## config.mk

```make
export PLATFORM = sky130hd
export DESIGN_NAME = periodic_timer_slot_bank_unit
export DESIGN_NICKNAME = d
export VERILOG_FILES = /design/src/rtl/core/ptsb_pkg.sv /design/src/rtl/core/periodic_timer_slot_bank_unit.sv
export SDC_FILE = /design/constraint.sdc
export NUM_CORES = 2
export LEC_CHECK = 0
export BUFFER_PORTS_ARGS = -buffer_cell sky130_fd_sc_hd__buf_4
export CAP_MARGIN = 40
export CORE_ASPECT_RATIO = 2
export CORE_MARGIN = 3
export CORE_UTILIZATION = 45
export CTS_BUF_LIST = sky130_fd_sc_hd__clkbuf_2 sky130_fd_sc_hd__clkbuf_4 sky130_fd_sc_hd__clkbuf_8
export CTS_CLUSTER_DIAMETER = 50
export DETAILED_ROUTE_END_ITERATION = 10
export HOLD_SLACK_MARGIN = 0.12
export PLACE_DENSITY = 0.65
export SETUP_SLACK_MARGIN = 0.4
export SYNTH_ARGS = -nofsm -noshare
export SYNTH_HDL_FRONTEND = slang
export SYNTH_SLANG_ARGS = --single-unit
```

## constraint.sdc

```tcl
create_clock -name clk -period 22.2 [get_ports clk]
set_clock_uncertainty 0.1 [all_clocks]
set_input_delay 0 -clock clk [delete_from_list [all_inputs] [get_ports clk]]
set_output_delay 0 -clock clk [all_outputs]
set_load 0.005 [all_outputs]
```

## src/rtl/core/ptsb_pkg.sv

```systemverilog
// Shared types and codes of the periodic timer slot bank.
package ptsb_pkg;

    // Request kinds carried on the input tuser
    localparam logic [1:0] REQ_ADD    = 2'd0;
    localparam logic [1:0] REQ_REMOVE = 2'd1;
    localparam logic [1:0] REQ_TICK   = 2'd2;

    // Result kinds carried on the output tuser
    localparam logic [1:0] KIND_ADD    = 2'd0;
    localparam logic [1:0] KIND_REMOVE = 2'd1;
    localparam logic [1:0] KIND_FIRE   = 2'd2;
    localparam logic [1:0] KIND_TICK   = 2'd3;

    // Add outcomes
    localparam logic [1:0] ST_OK     = 2'd0;
    localparam logic [1:0] ST_REJECT = 2'd1;
    localparam logic [1:0] ST_FULL   = 2'd2;

    localparam int IN_DATA_W  = 200;
    localparam int OUT_DATA_W = 200;
    localparam int DIV_STEPS  = 32;

    // One slot entry as kept in the slot memory
    typedef struct packed {
        logic [31:0] handler;
        logic [31:0] period;
        logic [31:0] deadline;
        logic [31:0] arg_a;
        logic [31:0] arg_b;
        logic [31:0] arg_c;
        logic [31:0] arg_d;
    } slot_rec_t;

    // One result transaction before the tick count is attached
    typedef struct packed {
        logic [1:0]  kind;
        logic [1:0]  status;
        logic [3:0]  slot;
        logic [31:0] handler;
        logic [31:0] arg_a;
        logic [31:0] arg_b;
        logic [31:0] arg_c;
        logic [31:0] arg_d;
        logic        last;
    } result_t;

endpackage

```

## src/rtl/core/periodic_timer_slot_bank_unit.sv

```systemverilog
// Top level of the periodic timer slot bank: slot memory, divider and sequencer.
//
//  channel   dir  handshake                 payload
//  s_axis    in   s_axis_tvalid/tready      tuser req_type, tdata request fields
//  m_axis    out  m_axis_tvalid/tready      tuser kind, tdata result fields, tlast
//  cfg       in   cfg_wr_en                 cfg_wr_data tick_interval
//
// Remove: straight to output. Add: runs the one-bit-per-cycle restoring
// divider for the rounded-up period, unless rejected or full. Tick: a slot
// memory read and compare per slot, plus one output per fire.
// Reset clears the tick count, all slot valid bits and the output valid flag.
// A stalled output holds the sequencer; one waiting result does not block
// the acceptance of the next request.
module periodic_timer_slot_bank_unit #(
    parameter int NUM_SLOTS = 16
) (
    input  logic                           clk,
    input  logic                           rst_n,
    input  logic                           s_axis_tvalid,
    output logic                           s_axis_tready,
    // tdata: handler[31:0], delay[63:32], arg_a[95:64], arg_b[127:96],
    //        arg_c[159:128], arg_d[191:160], target_slot[195:192], zero[199:196]
    input  logic [ptsb_pkg::IN_DATA_W-1:0] s_axis_tdata,
    // tuser: req_type[1:0]
    input  logic [1:0]                     s_axis_tuser,
    output logic                           m_axis_tvalid,
    input  logic                           m_axis_tready,
    // tdata: status[1:0], slot[5:2], fired_handler[37:6], out_arg_a[69:38],
    //        out_arg_b[101:70], out_arg_c[133:102], out_arg_d[165:134],
    //        now_ticks[197:166], zero[199:198]
    output logic [ptsb_pkg::OUT_DATA_W-1:0] m_axis_tdata,
    // tuser: kind[1:0]
    output logic [1:0]                     m_axis_tuser,
    output logic                           m_axis_tlast,
    input  logic                           cfg_wr_en,
    input  logic [15:0]                    cfg_wr_data
);
    import ptsb_pkg::*;

    localparam int IDX_W = (NUM_SLOTS > 1) ? $clog2(NUM_SLOTS) : 1;
    localparam logic [IDX_W-1:0] LAST_IDX = IDX_W'(NUM_SLOTS - 1);

    localparam logic [2:0] S_IDLE = 3'd0;
    localparam logic [2:0] S_DIV  = 3'd1;
    localparam logic [2:0] S_RD   = 3'd2;
    localparam logic [2:0] S_CHK  = 3'd3;
    localparam logic [2:0] S_EMIT = 3'd4;

    // Registers
    logic [2:0]           state_reg, state_next;
    logic [15:0]          interval_reg;
    logic [31:0]          tick_reg, tick_next;
    logic [NUM_SLOTS-1:0] valid_reg, valid_next;
    logic [IDX_W-1:0]     idx_reg, idx_next;
    logic [15:0]          div_reg, div_next;
    logic [31:0]          quot_reg, quot_next;
    logic [15:0]          rem_reg, rem_next;
    logic [4:0]           step_reg, step_next;
    slot_rec_t            req_reg, req_next;
    result_t              res_reg, res_next;
    result_t              out_reg, out_next;
    logic [31:0]          out_now_reg, out_now_next;
    logic                 out_valid_reg, out_valid_next;

    // Slot memory
    slot_rec_t            slot_mem [NUM_SLOTS];
    slot_rec_t            rd_data;
    logic                 wr_en;
    logic [IDX_W-1:0]     wr_addr;
    slot_rec_t            wr_data;

    logic                 in_acc;
    logic                 out_free;
    logic                 any_free;
    logic [IDX_W-1:0]     free_idx;
    logic [16:0]          trial;
    logic                 trial_ge;
    logic [31:0]          new_deadline;

    assign in_acc   = s_axis_tvalid && s_axis_tready;
    assign out_free = !out_valid_reg || m_axis_tready;
    assign s_axis_tready = (state_reg == S_IDLE);

    // Find the lowest free slot
    always_comb
    begin
        any_free = 1'b0;
        free_idx = '0;
        for (int i = NUM_SLOTS - 1; i >= 0; i--)
        begin
            if (!valid_reg[i])
            begin
                any_free = 1'b1;
                free_idx = IDX_W'(i);
            end
        end
    end

    // One restoring division step
    assign trial    = {rem_reg, quot_reg[31]};
    assign trial_ge = (trial >= {1'b0, div_reg});
    assign new_deadline = tick_reg + rd_data.period;

    // Sequencer
    always_comb
    begin
        result_t r;
        r            = '0;
        state_next   = state_reg;
        tick_next    = tick_reg;
        valid_next   = valid_reg;
        idx_next     = idx_reg;
        div_next     = div_reg;
        quot_next    = quot_reg;
        rem_next     = rem_reg;
        step_next    = step_reg;
        req_next     = req_reg;
        res_next     = res_reg;
        out_next     = out_reg;
        out_now_next = out_now_reg;
        out_valid_next = out_valid_reg && !m_axis_tready;
        wr_en        = 1'b0;
        wr_addr      = idx_reg;
        wr_data      = rd_data;

        unique case (state_reg)
            S_IDLE:
            begin
                if (in_acc)
                begin
                    r.last = 1'b1;
                    case (s_axis_tuser)
                        REQ_ADD:
                        begin
                            r.kind = KIND_ADD;
                            req_next.handler = s_axis_tdata[31:0];
                            req_next.period  = s_axis_tdata[63:32];
                            req_next.arg_a   = s_axis_tdata[95:64];
                            req_next.arg_b   = s_axis_tdata[127:96];
                            req_next.arg_c   = s_axis_tdata[159:128];
                            req_next.arg_d   = s_axis_tdata[191:160];
                            if (s_axis_tdata[31:0] == '0 || s_axis_tdata[63:32] == '0)
                            begin
                                r.status   = ST_REJECT;
                                res_next   = r;
                                state_next = S_EMIT;
                            end
                            else if (!any_free)
                            begin
                                r.status   = ST_FULL;
                                res_next   = r;
                                state_next = S_EMIT;
                            end
                            else
                            begin
                                idx_next   = free_idx;
                                div_next   = (interval_reg == '0) ? 16'd1 : interval_reg;
                                quot_next  = s_axis_tdata[63:32];
                                rem_next   = '0;
                                step_next  = '0;
                                state_next = S_DIV;
                            end
                        end
                        REQ_REMOVE:
                        begin
                            if (32'(s_axis_tdata[195:192]) < 32'(NUM_SLOTS))
                            begin
                                valid_next[IDX_W'(s_axis_tdata[195:192])] = 1'b0;
                            end
                            r.kind     = KIND_REMOVE;
                            r.slot     = s_axis_tdata[195:192];
                            res_next   = r;
                            state_next = S_EMIT;
                        end
                        REQ_TICK:
                        begin
                            tick_next  = tick_reg + 32'd1;
                            idx_next   = '0;
                            state_next = S_RD;
                        end
                        default:
                        begin
                            state_next = S_IDLE;
                        end
                    endcase
                end
            end
            S_DIV:
            begin
                rem_next  = trial_ge ? 16'(trial - {1'b0, div_reg}) : trial[15:0];
                quot_next = {quot_reg[30:0], trial_ge};
                step_next = step_reg + 5'd1;
                if (step_reg == 5'(DIV_STEPS - 1))
                begin
                    // Round up and store the new slot
                    wr_data.handler  = req_reg.handler;
                    wr_data.period   = {quot_reg[30:0], trial_ge}
                                       + 32'(rem_next != '0);
                    wr_data.deadline = tick_reg + wr_data.period;
                    wr_data.arg_a    = req_reg.arg_a;
                    wr_data.arg_b    = req_reg.arg_b;
                    wr_data.arg_c    = req_reg.arg_c;
                    wr_data.arg_d    = req_reg.arg_d;
                    wr_en            = 1'b1;
                    valid_next[idx_reg] = 1'b1;
                    r.kind     = KIND_ADD;
                    r.slot     = 4'(idx_reg);
                    r.last     = 1'b1;
                    res_next   = r;
                    state_next = S_EMIT;
                end
            end
            S_RD:
            begin
                state_next = S_CHK;
            end
            S_CHK:
            begin
                if (valid_reg[idx_reg] && rd_data.deadline <= tick_reg)
                begin
                    wr_data.deadline = new_deadline;
                    wr_en      = 1'b1;
                    r.kind     = KIND_FIRE;
                    r.slot     = 4'(idx_reg);
                    r.handler  = rd_data.handler;
                    r.arg_a    = rd_data.arg_a;
                    r.arg_b    = rd_data.arg_b;
                    r.arg_c    = rd_data.arg_c;
                    r.arg_d    = rd_data.arg_d;
                    res_next   = r;
                    state_next = S_EMIT;
                end
                else if (idx_reg == LAST_IDX)
                begin
                    r.kind     = KIND_TICK;
                    r.last     = 1'b1;
                    res_next   = r;
                    state_next = S_EMIT;
                end
                else
                begin
                    idx_next   = idx_reg + 1'b1;
                    state_next = S_RD;
                end
            end
            S_EMIT:
            begin
                if (out_free)
                begin
                    out_next       = res_reg;
                    out_now_next   = tick_reg;
                    out_valid_next = 1'b1;
                    if (res_reg.last)
                    begin
                        state_next = S_IDLE;
                    end
                    else if (idx_reg == LAST_IDX)
                    begin
                        r.kind   = KIND_TICK;
                        r.last   = 1'b1;
                        res_next = r;
                    end
                    else
                    begin
                        idx_next   = idx_reg + 1'b1;
                        state_next = S_RD;
                    end
                end
            end
            default:
            begin
                state_next = S_IDLE;
            end
        endcase
    end

    // Slot memory: one write port, one registered read port
    always_ff @(posedge clk)
    begin
        if (wr_en)
        begin
            slot_mem[wr_addr] <= wr_data;
        end
        rd_data <= slot_mem[idx_reg];
    end

    // Control state
    always_ff @(posedge clk or negedge rst_n)
    begin
        if (!rst_n)
        begin
            state_reg     <= S_IDLE;
            interval_reg  <= 16'd1;
            tick_reg      <= '0;
            valid_reg     <= '0;
            out_valid_reg <= 1'b0;
        end
        else
        begin
            state_reg     <= state_next;
            tick_reg      <= tick_next;
            valid_reg     <= valid_next;
            out_valid_reg <= out_valid_next;
            if (cfg_wr_en)
            begin
                interval_reg <= cfg_wr_data;
            end
        end
    end

    // Payload and datapath registers
    always_ff @(posedge clk)
    begin
        idx_reg     <= idx_next;
        div_reg     <= div_next;
        quot_reg    <= quot_next;
        rem_reg     <= rem_next;
        step_reg    <= step_next;
        req_reg     <= req_next;
        res_reg     <= res_next;
        out_reg     <= out_next;
        out_now_reg <= out_now_next;
    end

    // Output transaction
    assign m_axis_tvalid = out_valid_reg;
    assign m_axis_tuser  = out_reg.kind;
    assign m_axis_tlast  = out_reg.last;
    assign m_axis_tdata  = {2'b00, out_now_reg, out_reg.arg_d, out_reg.arg_c,
                            out_reg.arg_b, out_reg.arg_a, out_reg.handler,
                            out_reg.slot, out_reg.status};

    // A fire transaction is never the last of its request
    a_fire_not_last: assert property (@(posedge clk) disable iff (!rst_n)
        m_axis_tvalid && m_axis_tuser == KIND_FIRE |-> !m_axis_tlast)
        else $error("fire result marked last");

    // The tick count moves only on an accepted tick request
    a_tick_source: assert property (@(posedge clk) disable iff (!rst_n)
        !$stable(tick_reg) |-> $past(in_acc && s_axis_tuser == REQ_TICK))
        else $error("tick count changed without a tick request");

    // The divider always runs with a nonzero divisor
    a_div_nonzero: assert property (@(posedge clk) disable iff (!rst_n)
        state_reg == S_DIV |-> div_reg != '0)
        else $error("division by zero in period computation");

endmodule
```

# Word-level counts from Yosys, hierarchy flattened
# Memory sizes are Yosys's and may differ from the RTL's. A register that Yosys moved wholly into a read port is not among the register bits.
# Cells that the tools add are included.
# word_totals
n_memories	1
out_inout_bits	205
elab_cells	206
ram_bits	3584
romBits	0
in_bits	223
latch_bits	0
register_bits	671
# mem_list
name	depth	word_bits	rd	rd_clocked_by_memory_dff	wr	line_no	text
slot_mem	16	224	1	1	1	periodic_timer_slot_bank_unit.sv:66	slot_rec_t slot_mem [NUM_SLOTS];
# op_classes
muxes	101
div_mod_pow	0
bitwise	4
n_mul	0
order_cmp	6
shift	0
reduce_logical	28
addsub	7
eq_ne	25
# op_table
operator	count
$mux W169	9
$pmux W169 S4	1
$pmux W169 S2	1
$mux W224	1
$mux W32	5
$mux W128	1
$mux W16	8
$pmux W32 S2	2
$mux W4	23
$add A32 B32 Y32	2
$logic_not A32 Y1	2
$mux W64	1
$pmux W16 S2	2
$add A32 B1 Y32	1
$add A32 B1 Y32 const B	1
$le A32 B32 Y1	1
$mux W3	9
$mux W1	25
$mux W5	4
$ge A17 B16 Y1	1
$and A16 B16 Y16	1
$logic_not A16 Y1	1
$not A16 Y16	1
$or A16 B16 Y16	1
other kinds (42)	67

# Depth between registers and ports, before layout
# depth
ltp_word	21
mapped_depth	33
ltp_nobuf	33

# Least setup slack after synthesis
# OpenSTA, ideal clock, no wires.
# synth_path
path_kind	register to register
startpoint	register tick_reg[27]
endpoint	memory slot_mem[2][0] in the netlist's numbering (enable)
required_time_ns	21.017
arrival_time_ns	17.569
slack_ns	3.448
setup_time_ns	1.083
period_less_slack_ns	18.752
path_stages_with_launch	13
path_buffers	0
cell_sequence	dfrtp_1 inv_1 ha_1 and3_1 a22o_1 o21ai_1 nand3_1 a2111oi_1 o21ai_2 nand2b_1 nand2_1 nand2_1 nor3_1
# synth_between
elab_chain_cells	6
# synth_rtl
item	line_no	text
start: declaration	periodic_timer_slot_bank_unit.sv:52	logic [31:0] tick_reg, tick_next;
start signal: assignment	periodic_timer_slot_bank_unit.sv:301	tick_reg <= tick_next;
$le A32 B32 Y1	periodic_timer_slot_bank_unit.sv:219	if (valid_reg[idx_reg] && rd_data.deadline <= tick_reg)
$logic_and A1 B1 Y1	periodic_timer_slot_bank_unit.sv:219	
$mux W1	periodic_timer_slot_bank_unit.sv:219	
$pmux W1 S2	periodic_timer_slot_bank_unit.sv:126	unique case (state_reg)
$mux W1	periodic_timer_slot_bank_unit.sv:280	if (wr_en)
$mux W1 (implied by the code)	periodic_timer_slot_bank_unit.sv:282	slot_mem[wr_addr] <= wr_data;
end: declaration	periodic_timer_slot_bank_unit.sv:66	
# No other way between the ends.

==> impl_results.html <==
<table>
<tr><th>Metric</th><th>Value</th></tr>
<tr><th colspan="2">CTS</th></tr>
<tr><td>Clock tree from TritonCTS</td><td>built</td></tr>
<tr><td>Number of sinks on the clock net</td><td>4479</td></tr>
<tr><td>Buffer levels on the longest clock path</td><td>4</td></tr>
<tr><td>H-tree depth</td><td>6</td></tr>
<tr><td>Root buffer selected by CTS</td><td>clkbuf_8</td></tr>
<tr><td>Clock transition time at the flip-flop clock pins of the worst setup and hold paths</td><td>0.07 ns</td></tr>
<tr><td>Insertion delay to the later sink of the worst-skew pair</td><td>1.18 ns</td></tr>
<tr><td>TritonCTS buffer count</td><td>616</td></tr>
<tr><td>PostCTS Resize Cnt</td><td>0</td></tr>
<tr><th colspan="2">Worst setup path</th></tr>
<tr><td>First element of the critical path</td><td>div_reg[1]$_SDFFCE_PN0P_</td></tr>
<tr><td>Max Fanout on Critical Path</td><td>26</td></tr>
<tr><td>Slowest cell on the critical path</td><td>a31oi_4</td></tr>
<tr><td>Cell repeated most along the worst path</td><td>ha_1</td></tr>
<tr><td>Critical path capture point</td><td>slot_mem[0][159]$_DFFE_PP_</td></tr>
<tr><td>Path type of the worst setup path</td><td>flip-flop to flip-flop</td></tr>
<tr><td>Data required time of the worst path</td><td>22.96 ns</td></tr>
<tr><td>Depth of the worst register-to-register path</td><td>32</td></tr>
<tr><td>Reg2reg end</td><td>slot_mem[0][159]$_DFFE_PP_</td></tr>
<tr><td>Highest cell delay on the worst timing path</td><td>0.63 ns</td></tr>
<tr><td>FF-to-FF setup slack</td><td>13.24 ns</td></tr>
<tr><td>Data arrival time of the critical path</td><td>9.72 ns</td></tr>
<tr><td>Critical Path Sink Type</td><td>flip-flop</td></tr>
<tr><td>Startpoint Class</td><td>flip-flop</td></tr>
<tr><td>Launch point of the worst reg-to-reg path</td><td>div_reg[1]$_SDFFCE_PN0P_</td></tr>
<tr><th colspan="2">Place</th></tr>
<tr><td>Placed cell count</td><td>13180</td></tr>
<tr><td>Count of input and output buffers</td><td>421</td></tr>
<tr><td>HPWL Detailed</td><td>234300 um</td></tr>
<tr><td>Final RePlAce weighted congestion</td><td>0.9045</td></tr>
<tr><td>Dpl cell area</td><td>181000 sq um</td></tr>
<tr><th colspan="2">Synth</th></tr>
<tr><td>Mapped Cells</td><td>7925</td></tr>
<tr><td>Post-synthesis sequential element count</td><td>4479</td></tr>
<tr><td>Top cell type's share of synthesized area</td><td>0.7401</td></tr>
<tr><td>Cell area after technology mapping</td><td>169900 sq um</td></tr>
<tr><td>Post-Syn Area per Cell</td><td>21.44 sq um</td></tr>
<tr><td>Largest cells by area after synthesis</td><td>edfxtp_1 74%, mux4_2 15%, dfxtp_1 2.6%</td></tr>
<tr><td>Count of distinct cell types in the synthesized netlist</td><td>82</td></tr>
<tr><td>Top flip-flop cell by instance count after synthesis</td><td>edfxtp_1</td></tr>
<tr><td>Share of flip-flops with an asynchronous set or reset</td><td>0.01518</td></tr>
<tr><td>Yosys warns</td><td>0</td></tr>
<tr><td>Register area share after synthesis</td><td>0.7765</td></tr>
<tr><td>Post-synth EDFFs</td><td>4187</td></tr>
<tr><td>Largest area contributor in the netlist</td><td>edfxtp_1</td></tr>
<tr><th colspan="2">STA</th></tr>
<tr><td>Achievable Freq</td><td>111.6 MHz</td></tr>
<tr><td>Slew HR</td><td>0.2225</td></tr>
<tr><td># setup viols final</td><td>0</td></tr>
<tr><td>Ratio of final minimum period to clock period</td><td>0.4036</td></tr>
<tr><td>Final total negative setup slack</td><td>0 ns</td></tr>
<tr><td>Slew at the pin closest to its max-slew limit</td><td>1.166 ns</td></tr>
<tr><td>Max-slew violation total from the final report</td><td>0</td></tr>
<tr><td>Unrepaired setup endpoints after global routing</td><td>false</td></tr>
<tr><td>Minimum clock period</td><td>8.960 ns</td></tr>
<tr><td>Final hold violation count</td><td>0</td></tr>
<tr><th colspan="2">Die</th></tr>
<tr><td>Die Height</td><td>874.9 um</td></tr>
<tr><td>Die Width</td><td>440.5 um</td></tr>
<tr><td>Area of the placeable core</td><td>375600 sq um</td></tr>
<tr><td>Initial Utilization</td><td>0.4523</td></tr>
<tr><td>Row Count</td><td>318</td></tr>
<tr><td>Die area</td><td>385400 sq um</td></tr>
<tr><td>Num ports</td><td>428</td></tr>
<tr><th colspan="2">Pwr</th></tr>
<tr><td>Power Dens Cells</td><td>124.4 nW/um^2</td></tr>
<tr><td>Leakage power figure</td><td>66.29 nW</td></tr>
<tr><td>Maximum resistive drop on vdd</td><td>0.1242 mV</td></tr>
<tr><td>Total power after layout</td><td>24.88 mW</td></tr>
<tr><th colspan="2">Detailed routing</th></tr>
<tr><td>DRC violations left</td><td>0</td></tr>
<tr><td>Detailed-router iteration count before antenna repair</td><td>6</td></tr>
<tr><td>DRC marker count from the first detailed-route iteration</td><td>7883</td></tr>
<tr><td>Drt total wl</td><td>430800 um</td></tr>
<tr><td>Routed wire length per instance</td><td>28.84 um</td></tr>
<tr><td>Remaining antenna violation count after routing</td><td>0</td></tr>
<tr><td>Vias</td><td>85370</td></tr>
<tr><td>Vias per cell</td><td>5.715</td></tr>
<tr><th colspan="2">Min path</th></tr>
<tr><td>Number of cells on the worst hold path</td><td>3</td></tr>
<tr><td>Startpoint of the most critical hold path</td><td>s_axis_tdata[25]</td></tr>
<tr><td>Type of the tightest min-delay check</td><td>input port to flip-flop</td></tr>
<tr><th colspan="2">Global route</th></tr>
<tr><td>GRT Residual Overflow</td><td>0</td></tr>
<tr><td>Pin count of the biggest net entering global routing</td><td>117</td></tr>
<tr><td>Combined global-route utilization of all metal layers</td><td>0.2230</td></tr>
<tr><td>Number of antenna violations at the first check in global routing</td><td>14</td></tr>
<tr><td>First-pass GRT wire length</td><td>627500 um</td></tr>
<tr><td>Vias in the first global route</td><td>91460</td></tr>
<tr><th colspan="2">Final layout</th></tr>
<tr><td>Layout overhead on the synthesized area</td><td>17.76%</td></tr>
<tr><td>Most common library cell in the layout ignoring fill and taps</td><td>edfxtp_1</td></tr>
<tr><td>Final Instance Count excl. Fillers</td><td>14940</td></tr>
<tr><td>Cell area after layout</td><td>200100 sq um</td></tr>
<tr><td>Largest register FFs</td><td>3584</td></tr>
<tr><td>Commonest cells after routing, fill and taps aside</td><td>4187 x edfxtp_1, 1124 x mux4_2, 751 x nand2_1</td></tr>
<tr><td>Share of final-layout standard cells stronger than drive strength 1</td><td>0.2885</td></tr>
<tr><td>Count of nets after finishing</td><td>9813</td></tr>
<tr><th colspan="2">Job</th></tr>
<tr><td>Max-cap check violation count</td><td>0</td></tr>
<tr><th colspan="2">Outcome</th></tr>
<tr><td>Result of the run</td><td>finished, final reports clean</td></tr>
</table>
layer usage:
layer / wire (um) / track usage
met1: 167600 / 0.2903
met3: 25010 / 0.03049
met2: 223000 / 0.3843
met5: 13 / 0
met4: 15210 / 0.08035
area by class of cell:
class / count / area (sq um)
diodes: 8 / 20.02
clock buffers: 892 / 10980
clock inverters: 229 / 1777
fillers: 28730 / 175500
inverters: 76 / 285.3
multi-input cells: 3007 / 36440
flip-flops and latches: 4479 / 131900
well taps: 4960 / 6206
repair buffers: 1288 / 12430
worst max-delay path: cells and delay by family, from the launching register on:
kind	cells	cell delay (ns)
AOI/OAI and AO/OA	12	3.65
and+or+nand+nor	10	2.18
adders and majority gates	4	1.20
buffers and inverters	3	0.55
DFF	1	0.42
xor gates and xnor gates	2	0.33
muxes	1	0.21
stage by stage:
step / setup slack (ns) / hold slack, ns / util
after floorplan: 3.448 / -0.3956 / -
final: 13.24 / 0.2152 / 0.5326
after CTS: 13.33 / 0.1202 / 0.5325
after global routing: 12.84 / 0.1544 / 0.5326
after global placement: 13.16 / 0.07898 / 0.4781
after detailed placement: 13.46 / -0.2062 / 0.4819
timing repair:
item	in CTS	in global routing
hold buffers	625	0
hold endpoints to repair	660	0
buffers inserted	0	0
worst min path at each step:
stage                                   endpoint  slack, ns
floorplan           interval_reg[10]$_DFFE_PN0P_      -0.40
global placement          req_reg[106]$_DFFE_PP_       0.08
detailed placement   interval_reg[9]$_DFFE_PN0P_      -0.21
CTS                        req_reg[87]$_DFFE_PP_       0.12
global route               req_reg[87]$_DFFE_PP_       0.15
finish                    req_reg[217]$_DFFE_PP_       0.22
logic make-up (layout without fill, tap and decap cells):
kind of cell | after synthesis | in the layout | share of synthesized area
simple gates | 1239 | 1239 | 0.03294
fa+ha+maj | 122 | 122 | 0.009118
flops | 4479 | 4479 | 0.7765
xor+xnor | 136 | 136 | 0.007012
other cells | 1 | 10 | 0.00002207
buf+inv | 440 | 2485 | 0.009958
compound gates | 362 | 362 | 0.01400
mux | 1146 | 1146 | 0.1504
cell usage after synthesis (6+ instances only):
| cell type | instances |
|---|---|
| nand2b_1 | 11 |
| a22oi_1 | 22 |
| inv_1 | 74 |
| buf_1 | 92 |
| o21ai_0 | 58 |
| edfxtp_1 | 4187 |
| a211oi_1 | 14 |
| o21a_1 | 13 |
| clkbuf_1 | 249 |
| o221ai_1 | 7 |
| nor4_1 | 27 |
| a21o_1 | 42 |
| nor2b_1 | 18 |
| a21oi_1 | 101 |
| xnor2_1 | 100 |
| nor2_1 | 103 |
| dfxtp_1 | 224 |
| o21bai_1 | 12 |
| mux4_2 | 1124 |
| and3_1 | 23 |
| and4_1 | 9 |
| buf_2 | 20 |
| nor3_1 | 26 |
| nand2_1 | 752 |
| xor2_1 | 36 |
| dfrtp_1 | 67 |
| a31oi_1 | 24 |
| and2_1 | 172 |
| mux2_2 | 17 |
| o31ai_1 | 6 |
| o21ai_1 | 8 |
| ha_1 | 119 |
| nand3_1 | 38 |
| nand4_1 | 37 |
power by group:
group	internal (mW)	leakage (nW)	switching, mW
combinational	2.95	19.1	3.78
clock	3.47	6.71	3.09
sequential	11.1	40.5	0.468
total	17.5	66.3	7.34
(Power assumes the default switching activity.)
